## src/sv/riscv_instruction_classifier_core_assert.svh

```systemverilog
// ----------------------------------------------------------------------------
// Instruction classifier assertion macros
// Shared concurrent assertion forms, clocked on i_clk and disabled in reset.
// ----------------------------------------------------------------------------
`ifndef RISCV_INSTRUCTION_CLASSIFIER_CORE_ASSERT_SVH
`define RISCV_INSTRUCTION_CLASSIFIER_CORE_ASSERT_SVH

// same-cycle implication
`define RIC_ASSERT_SAME(label, ante, cons) \
    label: assert property (@(posedge i_clk) disable iff (!i_rst_n) \
        (ante) |-> (cons)) else $error("classifier assertion failed");

// next-cycle implication
`define RIC_ASSERT_NEXT(label, ante, cons) \
    label: assert property (@(posedge i_clk) disable iff (!i_rst_n) \
        (ante) |=> (cons)) else $error("classifier assertion failed");

`endif

```

## src/sv/ric_pkg.sv

```systemverilog
// ----------------------------------------------------------------------------
// Instruction classifier package
// Item types, opcode, class and operation codes, and funct3 lookup tables.
// ----------------------------------------------------------------------------
package ric_pkg;

    localparam logic [6:0] OP_LUI      = 7'h37;
    localparam logic [6:0] OP_UPPER_PC = 7'h17;
    localparam logic [6:0] OP_JAL      = 7'h6f;
    localparam logic [6:0] OP_JALR     = 7'h67;
    localparam logic [6:0] OP_COND_BR  = 7'h63;
    localparam logic [6:0] OP_LOAD     = 7'h03;
    localparam logic [6:0] OP_MEM_WR   = 7'h23;
    localparam logic [6:0] OP_IMM      = 7'h13;
    localparam logic [6:0] OP_REG      = 7'h33;
    localparam logic [6:0] OP_IMM_W    = 7'h1b;
    localparam logic [6:0] OP_REG_W    = 7'h3b;
    localparam logic [6:0] OP_MISC_MEM = 7'h0f;
    localparam logic [6:0] OP_SYS      = 7'h73;
    localparam logic [6:0] OP_AMO      = 7'h2f;
    localparam logic [6:0] OP_LOAD_FP  = 7'h07;
    localparam logic [6:0] OP_FP_MEM_WR = 7'h27;
    localparam logic [6:0] OP_FP_MADD  = 7'h43;
    localparam logic [6:0] OP_FP_MSUB  = 7'h47;
    localparam logic [6:0] OP_FP_NMSUB = 7'h4b;
    localparam logic [6:0] OP_FP_NMADD = 7'h4f;
    localparam logic [6:0] OP_FP       = 7'h53;

    localparam logic [6:0] F7_BASE = 7'h00;
    localparam logic [6:0] F7_MULDIV = 7'h01;
    localparam logic [6:0] F7_ALT = 7'h20;

    localparam logic [2:0] F3_ADD = 3'd0;
    localparam logic [2:0] F3_SLL = 3'd1;
    localparam logic [2:0] F3_SRL = 3'd5;
    localparam logic [2:0] F3_FENCE_I = 3'd1;
    localparam logic [2:0] F3_LOAD_BAD = 3'd7;
    localparam logic [11:0] SYS_ECALL = 12'd0;
    localparam logic [11:0] SYS_EBREAK = 12'd1;

    typedef enum logic [4:0] {
        CLS_INVALID     = 5'd0,
        CLS_UNSUPPORTED = 5'd1,
        CLS_LUI         = 5'd2,
        CLS_AUIPC       = 5'd3,
        CLS_JAL         = 5'd4,
        CLS_JALR        = 5'd5,
        CLS_BRANCH      = 5'd6,
        CLS_LOAD        = 5'd7,
        CLS_STORE       = 5'd8,
        CLS_ALU_IMM     = 5'd9,
        CLS_SHIFT_IMM   = 5'd10,
        CLS_ALU_REG     = 5'd11,
        CLS_FENCE       = 5'd12,
        CLS_ECALL       = 5'd13,
        CLS_EBREAK      = 5'd14,
        CLS_ALU_IMM_W   = 5'd15,
        CLS_ALU_REG_W   = 5'd16,
        CLS_MUL         = 5'd17,
        CLS_DIV         = 5'd18,
        CLS_CSR         = 5'd19,
        CLS_PRIV        = 5'd20,
        CLS_FENCE_I     = 5'd21,
        CLS_FLOAT       = 5'd22
    } t_insn_class;

    localparam logic [4:0] ALU_ADD  = 5'd0;
    localparam logic [4:0] ALU_SUB  = 5'd1;
    localparam logic [4:0] ALU_SLL  = 5'd2;
    localparam logic [4:0] ALU_SLT  = 5'd3;
    localparam logic [4:0] ALU_LTU  = 5'd4;
    localparam logic [4:0] ALU_XOR  = 5'd5;
    localparam logic [4:0] ALU_SRL  = 5'd6;
    localparam logic [4:0] ALU_SRA  = 5'd7;
    localparam logic [4:0] ALU_OR   = 5'd8;
    localparam logic [4:0] ALU_AND  = 5'd9;
    localparam logic [4:0] ALU_MUL  = 5'd10;
    localparam logic [4:0] ALU_DIV  = 5'd14;

    localparam logic [2:0] BR_BEQ  = 3'd0;
    localparam logic [2:0] BR_BNE  = 3'd1;
    localparam logic [2:0] BR_BLT  = 3'd2;
    localparam logic [2:0] BR_BGE  = 3'd3;
    localparam logic [2:0] BR_BLTU = 3'd4;
    localparam logic [2:0] BR_BGEU = 3'd5;
    localparam logic [2:0] BR_NONE = 3'd7;

    typedef struct packed {
        logic [31:0] instruction_word;
        logic [31:0] program_counter;
    } t_in_item;

    typedef struct packed {
        logic [31:0]        raw_word;
        logic [31:0]        pc_out;
        logic [4:0]         dest_reg;
        logic [4:0]         src_reg_one;
        logic [4:0]         src_reg_two;
        t_insn_class        insn_class;
        logic [4:0]         alu_operation;
        logic [2:0]         access_kind;
        logic signed [31:0] immediate;
        logic               word_operation;
        logic               permitted;
    } t_out_item;

    function automatic logic [4:0] base_op(input logic [2:0] f3);
        logic [4:0] op;
        case (f3)
            3'd0: op = ALU_ADD;
            3'd1: op = ALU_SLL;
            3'd2: op = ALU_SLT;
            3'd3: op = ALU_LTU;
            3'd4: op = ALU_XOR;
            3'd5: op = ALU_SRL;
            3'd6: op = ALU_OR;
            default: op = ALU_AND;
        endcase
        return op;
    endfunction

    function automatic logic [2:0] branch_kind(input logic [2:0] f3);
        logic [2:0] kind;
        case (f3)
            3'd0: kind = BR_BEQ;
            3'd1: kind = BR_BNE;
            3'd4: kind = BR_BLT;
            3'd5: kind = BR_BGE;
            3'd6: kind = BR_BLTU;
            3'd7: kind = BR_BGEU;
            default: kind = BR_NONE;
        endcase
        return kind;
    endfunction

endpackage

```

## src/sv/riscv_instruction_classifier_core.sv

```systemverilog
// ----------------------------------------------------------------------------
// RISC-V instruction classifier core
// Decodes one 32-bit RV64IM instruction word per item into register fields,
// class, ALU operation, access kind, immediate and policy flags.
// Each accepted item enters the input reg, then the result reg once out_take allows.
// Throughput: 1 item per cycle while i_out_ready stays high; a stall holds the
// result reg, and the input reg too once it is full.
// Reset: synchronous active-low i_rst_n clears both stage valid flags.
// ----------------------------------------------------------------------------
`include "riscv_instruction_classifier_core_assert.svh"

module riscv_instruction_classifier_core (
    input  logic               i_clk,
    input  logic               i_rst_n,
    input  logic               i_in_valid,
    output logic               o_in_ready,
    input  ric_pkg::t_in_item  i_in_item,
    output logic               o_out_valid,
    input  logic               i_out_ready,
    output ric_pkg::t_out_item o_out_item
);
    import ric_pkg::*;

    logic      r_in_valid;
    t_in_item  r_in;
    logic      r_out_valid;
    t_out_item r_out;
    t_out_item n_out;
    logic      out_take;
    logic      in_take;

    logic [31:0] w;
    logic [6:0]  opcode;
    logic [2:0]  f3;
    logic [6:0]  f7;
    logic [31:0] imm_i;
    logic [31:0] imm_s;
    logic [31:0] imm_b;
    logic [31:0] imm_u;
    logic [31:0] imm_j;
    logic [2:0]  br_kind;

    assign out_take   = !r_out_valid || i_out_ready;
    assign in_take    = !r_in_valid || out_take;
    assign o_in_ready = in_take;

    assign w       = r_in.instruction_word;
    assign opcode  = w[6:0];
    assign f3      = w[14:12];
    assign f7      = w[31:25];
    assign imm_i   = {{20{w[31]}}, w[31:20]};
    assign imm_s   = {{20{w[31]}}, w[31:25], w[11:7]};
    assign imm_b   = {{19{w[31]}}, w[31], w[7], w[30:25], w[11:8], 1'b0};
    assign imm_u   = {w[31:12], 12'b0};
    assign imm_j   = {{11{w[31]}}, w[31], w[19:12], w[20], w[30:21], 1'b0};
    assign br_kind = branch_kind(f3);

    always_comb begin
        n_out                = '0;
        n_out.raw_word       = w;
        n_out.pc_out         = r_in.program_counter;
        n_out.dest_reg       = w[11:7];
        n_out.src_reg_one    = w[19:15];
        n_out.src_reg_two    = w[24:20];
        n_out.insn_class     = CLS_INVALID;
        if (w[1:0] != 2'b11) begin
            n_out.dest_reg    = '0;
            n_out.src_reg_one = '0;
            n_out.src_reg_two = '0;
            n_out.insn_class  = CLS_UNSUPPORTED;
        end else begin
            case (opcode)
                OP_LUI: begin
                    n_out.insn_class = CLS_LUI;
                    n_out.immediate  = imm_u;
                end
                OP_UPPER_PC: begin
                    n_out.insn_class = CLS_AUIPC;
                    n_out.immediate  = imm_u;
                end
                OP_JAL: begin
                    n_out.insn_class = CLS_JAL;
                    n_out.immediate  = imm_j;
                end
                OP_JALR: begin
                    if (f3 == F3_ADD) begin
                        n_out.insn_class = CLS_JALR;
                        n_out.immediate  = imm_i;
                    end
                end
                OP_COND_BR: begin
                    if (br_kind != BR_NONE) begin
                        n_out.insn_class  = CLS_BRANCH;
                        n_out.access_kind = br_kind;
                        n_out.immediate   = imm_b;
                    end
                end
                OP_LOAD: begin
                    if (f3 != F3_LOAD_BAD) begin
                        n_out.insn_class  = CLS_LOAD;
                        n_out.access_kind = f3;
                        n_out.immediate   = imm_i;
                    end
                end
                OP_MEM_WR: begin
                    if (!f3[2]) begin
                        n_out.insn_class  = CLS_STORE;
                        n_out.access_kind = f3;
                        n_out.immediate   = imm_s;
                    end
                end
                OP_IMM: begin
                    if (f3 == F3_SLL || f3 == F3_SRL) begin
                        n_out.insn_class    = CLS_SHIFT_IMM;
                        n_out.alu_operation = (f3 == F3_SLL) ? ALU_SLL :
                                              (w[30] ? ALU_SRA : ALU_SRL);
                        n_out.immediate     = {26'b0, w[25:20]};
                    end else begin
                        n_out.insn_class    = CLS_ALU_IMM;
                        n_out.alu_operation = base_op(f3);
                        n_out.immediate     = imm_i;
                    end
                end
                OP_REG: begin
                    if (f7 == F7_MULDIV) begin
                        n_out.insn_class    = f3[2] ? CLS_DIV : CLS_MUL;
                        n_out.alu_operation = ALU_MUL + {2'b0, f3};
                    end else if (f7 == F7_ALT && (f3 == F3_ADD || f3 == F3_SRL)) begin
                        n_out.insn_class    = CLS_ALU_REG;
                        n_out.alu_operation = (f3 == F3_ADD) ? ALU_SUB : ALU_SRA;
                    end else if (f7 == F7_BASE) begin
                        n_out.insn_class    = CLS_ALU_REG;
                        n_out.alu_operation = base_op(f3);
                    end
                end
                OP_IMM_W: begin
                    if (f3 == F3_ADD) begin
                        n_out.insn_class     = CLS_ALU_IMM_W;
                        n_out.alu_operation  = ALU_ADD;
                        n_out.immediate      = imm_i;
                        n_out.word_operation = 1'b1;
                    end else if (f3 == F3_SLL || f3 == F3_SRL) begin
                        n_out.insn_class     = CLS_ALU_IMM_W;
                        n_out.alu_operation  = (f3 == F3_SLL) ? ALU_SLL :
                                               (w[30] ? ALU_SRA : ALU_SRL);
                        n_out.immediate      = {27'b0, w[24:20]};
                        n_out.word_operation = 1'b1;
                    end
                end
                OP_REG_W: begin
                    if (f7 == F7_MULDIV) begin
                        if (f3 == F3_ADD) begin
                            n_out.insn_class     = CLS_MUL;
                            n_out.alu_operation  = ALU_MUL;
                            n_out.word_operation = 1'b1;
                        end else if (f3[2]) begin
                            n_out.insn_class     = CLS_DIV;
                            n_out.alu_operation  = ALU_DIV + {3'b0, f3[1:0]};
                            n_out.word_operation = 1'b1;
                        end
                    end else if (f7 == F7_ALT && (f3 == F3_ADD || f3 == F3_SRL)) begin
                        n_out.insn_class     = CLS_ALU_REG_W;
                        n_out.alu_operation  = (f3 == F3_ADD) ? ALU_SUB : ALU_SRA;
                        n_out.word_operation = 1'b1;
                    end else if (f7 == F7_BASE &&
                                 (f3 == F3_ADD || f3 == F3_SLL || f3 == F3_SRL)) begin
                        n_out.insn_class     = CLS_ALU_REG_W;
                        n_out.alu_operation  = base_op(f3);
                        n_out.word_operation = 1'b1;
                    end
                end
                OP_MISC_MEM: begin
                    n_out.insn_class = (f3 == F3_FENCE_I) ? CLS_FENCE_I : CLS_FENCE;
                end
                OP_SYS: begin
                    if (f3 == F3_ADD && w[11:7] == 5'd0 && w[19:15] == 5'd0) begin
                        if (w[31:20] == SYS_ECALL) begin
                            n_out.insn_class = CLS_ECALL;
                        end else if (w[31:20] == SYS_EBREAK) begin
                            n_out.insn_class = CLS_EBREAK;
                        end else begin
                            n_out.insn_class = CLS_PRIV;
                        end
                    end else begin
                        n_out.insn_class = CLS_CSR;
                    end
                end
                OP_AMO: begin
                    n_out.insn_class = CLS_UNSUPPORTED;
                end
                OP_LOAD_FP, OP_FP_MEM_WR, OP_FP_MADD, OP_FP_MSUB,
                OP_FP_NMSUB, OP_FP_NMADD, OP_FP: begin
                    n_out.insn_class = CLS_FLOAT;
                end
                default: begin
                    n_out.insn_class = CLS_INVALID;
                end
            endcase
        end
        n_out.permitted = ((n_out.insn_class >= CLS_LUI && n_out.insn_class <= CLS_ECALL) ||
                           (n_out.insn_class >= CLS_ALU_IMM_W &&
                            n_out.insn_class <= CLS_DIV));
    end

    always_ff @(posedge i_clk) begin
        if (!i_rst_n) begin
            r_in_valid  <= 1'b0;
            r_out_valid <= 1'b0;
        end else begin
            if (in_take) begin
                r_in_valid <= i_in_valid;
            end
            if (out_take) begin
                r_out_valid <= r_in_valid;
            end
        end
    end

    always_ff @(posedge i_clk) begin
        if (in_take && i_in_valid) begin
            r_in <= i_in_item;
        end
        if (out_take && r_in_valid) begin
            r_out <= n_out;
        end
    end

    assign o_out_valid = r_out_valid;
    assign o_out_item  = r_out;

    `RIC_ASSERT_NEXT(a_advance, r_in_valid && out_take,
        r_out_valid && r_out.raw_word == $past(r_in.instruction_word))
    `RIC_ASSERT_SAME(a_invalid_clean, r_out_valid && r_out.insn_class == CLS_INVALID,
        r_out.alu_operation == 5'd0 && r_out.access_kind == 3'd0 &&
        r_out.immediate == 32'sd0 && !r_out.word_operation && !r_out.permitted)
    `RIC_ASSERT_SAME(a_compressed_regs, r_out_valid && r_out.raw_word[1:0] != 2'b11,
        r_out.insn_class == CLS_UNSUPPORTED && r_out.dest_reg == 5'd0 &&
        r_out.src_reg_one == 5'd0 && r_out.src_reg_two == 5'd0)
    `RIC_ASSERT_SAME(a_word_permitted, r_out_valid && r_out.word_operation,
        r_out.permitted)

endmodule

```

## config.mk

```make
export PLATFORM = sky130hd
export DESIGN_NAME = riscv_instruction_classifier_core
export DESIGN_NICKNAME = d
export VERILOG_FILES = /design/src/sv/ric_pkg.sv /design/src/sv/riscv_instruction_classifier_core.sv
export VERILOG_INCLUDE_DIRS = /design/src /design/src/sv
export SDC_FILE = /design/constraint.sdc
export NUM_CORES = 1
export LEC_CHECK = 0
export ABC_AREA = 0
export BUFFER_PORTS_ARGS = -buffer_cell sky130_fd_sc_hd__buf_2
export CELL_PAD_IN_SITES_DETAIL_PLACEMENT = 1
export CELL_PAD_IN_SITES_GLOBAL_PLACEMENT = 2
export CORE_MARGIN = 4
export CORE_UTILIZATION = 33
export CTS_CLUSTER_SIZE = 8
export DETAILED_ROUTE_END_ITERATION = 7
export PLACE_DENSITY = 0.87
export SETUP_SLACK_MARGIN = 0.3
export SLEW_MARGIN = 40
export SYNTH_ARGS = -nofsm -noshare
export SYNTH_HDL_FRONTEND = slang
export SYNTH_SLANG_ARGS = --single-unit
export TNS_END_PERCENT = 1
```

## constraint.sdc

```tcl
create_clock -name i_clk -period 7.04 [get_ports i_clk]
set_input_delay 0.704 -clock i_clk [delete_from_list [all_inputs] [get_ports i_clk]]
set_output_delay 0.704 -clock i_clk [all_outputs]
set_load 0.05 [all_outputs]
```

# --- Word-level counts from Yosys, hierarchy flattened ---
# Index checks and enable logic that the tools add are counted.
# W data, S select, Z words.
word_totals:
  ff_bits: 192
  input_bits: 68
classes:
  reduce_logical: 24
  addsub: 2
  n_eq_ne: 34
  mux: 43
  order_cmp: 4
ops:
  columns: ["operator", "n"]
  rows:
  - ["$pmux W32 S8", 1]
  - ["$pmux W5 S15", 1]
  - ["$mux W10", 7]
  - ["$mux W35", 2]
  - ["$mux W32", 2]
  - ["$eq A7 B7 Y1 const B", 9]
  - ["$eq A7 B6 Y1 const B", 7]
  - ["$mux W34", 1]
  - ["$mux W33", 1]
  - ["$pmux W4 S7", 1]
  - ["$mux W9", 3]
  - ["$mux W5", 5]
  - ["$eq A7 B5 Y1 const B", 3]
  - ["$pmux W5 S4", 1]
  - ["$pmux W3 S6", 1]
  - ["$mux W3", 5]
  - ["$eq A12 B1 Y1 const B", 1]
  - ["$eq A3 B3 Y1 const B", 4]
  - ["$logic_not A12 Y1", 1]
  - ["$logic_not A5 Y1", 2]
  - ["$pmux W3 S3", 1]
  - ["$logic_and A1 B1 Y1", 8]
  - ["$eq A7 B1 Y1 const B", 1]
  - ["$eq A7 B2 Y1 const B", 1]
  - ["other kinds (24)", 38]

# --- Longest topological paths before layout ---
depth:
  word_depth: 12
  mapped_depth: 10
  ltp_nobuf: 8

# --- Worst setup path after synthesis ---
# Ideal clock, no wire load.
synth_timing:
  path_kind: "input to register"
  start: "input port i_out_ready"
  end: "register r_out, in the netlist o_out_item[0] (enable)"
  setup_slack_ps: 58
  setup_time_ps: 628
  t_arrival_ps: 6354
  cell_stages: 2
  cell_sequence: "nor2b_1 -> nor2b_1"
synth_via:
  elab_chain_cells: 2
synth_lines:
  columns: ["element", "line_no", "rtl"]
  rows:
  - ["start: declaration", "riscv_instruction_classifier_core.sv:19", "input logic i_out_ready,"]
  - ["$logic_or A1 B1 Y1", "riscv_instruction_classifier_core.sv:43", "assign out_take = !r_out_valid || i_out_ready;"]
  - ["$logic_and A1 B1 Y1", "riscv_instruction_classifier_core.sv:223", "if (out_take && r_in_valid) begin"]
  - ["end signal: assignment", "riscv_instruction_classifier_core.sv:224", "r_out <= n_out;"]
  - ["end: declaration", "riscv_instruction_classifier_core.sv:27", "t_out_item r_out;"]
# No other way between the ends.
# A chain may end at the register's enable or synchronous reset.

==> run summary <==
P&R area growth vs syn: 25.2%
cell mode on critical path: nor3_1
layout cell share with drive strength beyond 1: 36.1%
buffering stage count on the worst path with inverters included: 0
number of max-slew violations in the final report: 0
count of endpoints failing hold in the final timing report: 0
start point of the critical path: w[1]
result of the run: complete, no violations
synthesized instance count: 484
Worst Tran Pin Value: 0.849 ns
Post-route DRC: 0
number of vias after detailed routing: 4971
number of warnings reported in the yosys synthesis log: 0
critical path cell sequence: nand2_1 -> nor3_1 -> o211ai_1 -> o2111ai_1 -> nor3_1 -> a211oi_2
#FFs+latches synth: 192
number of vias per cell after detailed routing: 5.10
worst path setup slack after routing: 3.89 ns
Maximum Capacitance Violations: 0
number of logic stages on the critical path including buffering: 6
post-synth net total: 558
category of the most critical setup path: flop to flop
setup total negative slack: 0 ns
Synth Area in Compound Gates: 9.93%
simple-gate area share of the yosys netlist: 11.0%
Post-CTS Setup Repair Bufs: 0
final standard cell utilization of the core: 41.9%
vias in the first global route: 5231
starting density of the core: 33.5%
xor-xnor portion of the synthesized cell area: 0%
IO Count: 196
total standard cell area after synthesis: 7560 um2
Crit path max-delay family: simple AND/OR/NAND/NOR gates
final period utilization: 44.7%
largest stage delay on the critical path: 0.90 ns
R2R Setup Slk: 3.89 ns
R2R Path Start: w[1]
number of library cell types mapped by synthesis: 59
final setup fails: 0
floorplan die width: 159 um
number of diodes: 0
remaining number of nets flagged by the antenna check after routing: 0
number of CTS-inserted buffers: 17
number of enable-type register cells in the synthesized netlist: 190
share of async-settable or async-resettable flops after synthesis: 0%
CTS tree: done
peak clock frequency supported by timing: 0.318 GHz
multiplexer share of the synthesized area: 0%
Max H-tree Level: 4
Max-slew headroom: 43.4%
clock slew at reported path FFs: 0.08 ns
Critical Path Start Type: flop
unrepaired setup endpoints after global routing: no
capturing point of the worst reg2reg path: o_out_item[0]
worst setup timing slack at the placement stage: 4.06 ns
total power density per cell area: 275 nW/um2
synthesized area per cell: 15.6 um2
total core area: 22600 um2
Post-Synth Adder-Cell Area: 0.993%
placed wire-length estimate after detailed placement: 14800 um
kind of capture point of the worst setup path: flop
largest buffer count on any clock path: 2
first-pass GRT wire length: 32200 um
maximum number of pins on one net before global-route repair: 73
Final Skew: 0.0115 ns
GR Util All Layers: 16.4%
minimum clock period after layout: 3.15 ns
weighted congestion reported at the end of routability-driven placement: 0.917
IO Port Bufs: 195
Hold Path Class: flop to flop
Crit-path slowest cell: edfxtp_1
number of antenna violations at the first check in global routing: 1
end point of the critical path: o_out_item[0]
source-to-sink clock delay at the later pin of the worst-skew pair: 0.44 ns
height of the die: 159 um
worst voltage drop across the vdd grid: 0.151 mV
main combinational cell family by area after synthesis: simple AND/OR/NAND/NOR gates
num rows: 55
total number of nets in the final design: 752
clock root buffer: clkbuf_16
number of detailed-route iterations in the first pass: 5
Die Area: 25400 um2
average wire per standard cell: 21.3 um
arrival time of the worst setup path: 3.42 ns
leftover overflow at the end of global routing: 0
cell leakage power: 3.71 nW
dominant synthesized flop cell: edfxtp_1
final routed wirelength across all metal layers: 20800 um
depth of the worst register-to-register path: 6
Iter 0 DRT Violations: 353
post-cts repair resize count: 0
number of sinks driven by the clock tree: 192
commonest non-fill, non-tap cell in the layout: buf_2
fraction of the yosys area taken by sequential cells: 76.0%
peak fanout along the critical path: 23
cts hold-fix bufs: 0
commonest cells after routing, fill and taps aside: buf_2 (195), edfxtp_1 (190), nand2_1 (24), a21oi_1 (24)
required time of the critical path: 7.31 ns
==> worst min-delay path by stage <==
stage                   from        endpoint  slack (ns)  depth (start not counted)
5_1_grt        i_in_item[14]       n_out[76]        0.41                          1
2_1_floorplan      n_out[62]  o_out_item[62]        0.40                          0
3_5_place_dp       n_out[71]  o_out_item[71]        0.41                          0
3_3_place_gp       n_out[71]  o_out_item[71]        0.40                          0
6_report           n_out[82]  o_out_item[82]        0.42                          0
4_1_cts         i_in_item[7]       n_out[69]        0.42                          1
==> metrics by stage <==
stage | std cells | hold slack (ns) | area [um2] | power [W]
final | 975 | 0.420 | 9460 | 0.00261
after global routing | 975 | 0.411 | 9460 | 0.00272
after CTS | 974 | 0.417 | 9450 | 0.00264
after detailed placement | 943 | 0.405 | 8850 | 0.00165
after global placement | 942 | 0.401 | 8820 | 0.00165
after floorplan | 484 | 0.400 | 7560 | 0.00157
==> metal layers <==
metal	track usage, %	vias up	routed length, um
li1	-	2279	-
met1	20.5	2466	8570
met2	27.1	202	10100
met3	6.55	22	1860
met4	3.75	2	252
met5	0	-	7
==> power by group <==
part           internal (W)  switching [W]  total [W]
Clock              0.000507       0.000473   0.000980
Combinational     0.0000606       0.000204   0.000265
Sequential          0.00132      0.0000398    0.00136
==> synth_stat cells (all sizes together) (3+ instances only) <==
| library cell | instances | area (um2) |
|---|---|---|
| nor4 | 8 | 71.3 |
| nand2b | 7 | 43.8 |
| nand3b | 3 | 22.5 |
| nand2 | 24 | 90.1 |
| ha | 6 | 75.1 |
| nand3 | 9 | 45.0 |
| a21o | 20 | 150 |
| edfxtp | 190 | 5710 |
| or3b | 3 | 26.3 |
| nor3b | 5 | 37.5 |
| a21oi | 25 | 125 |
| and2 | 9 | 56.3 |
| nor2 | 18 | 67.6 |
| o32ai | 3 | 26.3 |
| buf | 12 | 62.6 |
| a22o | 4 | 35.0 |
| or2 | 4 | 27.5 |
| o211ai | 4 | 30.0 |
| inv | 13 | 48.8 |
| a22oi | 3 | 22.5 |
| clkbuf | 13 | 48.8 |
| nor2b | 6 | 37.5 |
| and3 | 20 | 125 |
| o311ai | 3 | 26.3 |
| o21a | 4 | 30.0 |
| o21ai | 14 | 70.1 |
| o221ai | 3 | 26.3 |
| a32oi | 3 | 26.3 |
| nor3 | 12 | 60.1 |
| o22ai | 3 | 18.8 |
| nand4 | 3 | 18.8 |
==> worst register-to-register path: cells and delay by family, from the launching register on <==
family	cells	cell delay, ns
and+or+nand+nor	3	1.32
DFF	1	0.90
AOI/OAI and AO/OA	3	0.77
==> kinds of logic (layout without fill, tap and decap cells) <==
group | after synthesis | in the layout
DFF | 192 | 192
and+or+nand+nor | 141 | 141
AOI/OAI and AO/OA | 107 | 107
buffers and inverters | 38 | 244
adders and majority gates | 6 | 6
==> state kept, by name, summed over array words and instances, names as in the netlist <==
register     count
o_out_item     126
r_in_valid       1
w               32
n_out           32
o_out_valid      1
==> cell type report <==
type | instances | area, um2
Multi-Input combinational cell | 254 | 1680
Clock buffer | 17 | 425
Fill cell | 2348 | 13100
Inverter | 13 | 48.8
Sequential cell | 192 | 5750
Clock inverter | 14 | 173
Timing Repair Buffer | 200 | 1030
Tap cell | 285 | 357
(Power assumes the default switching activity.)
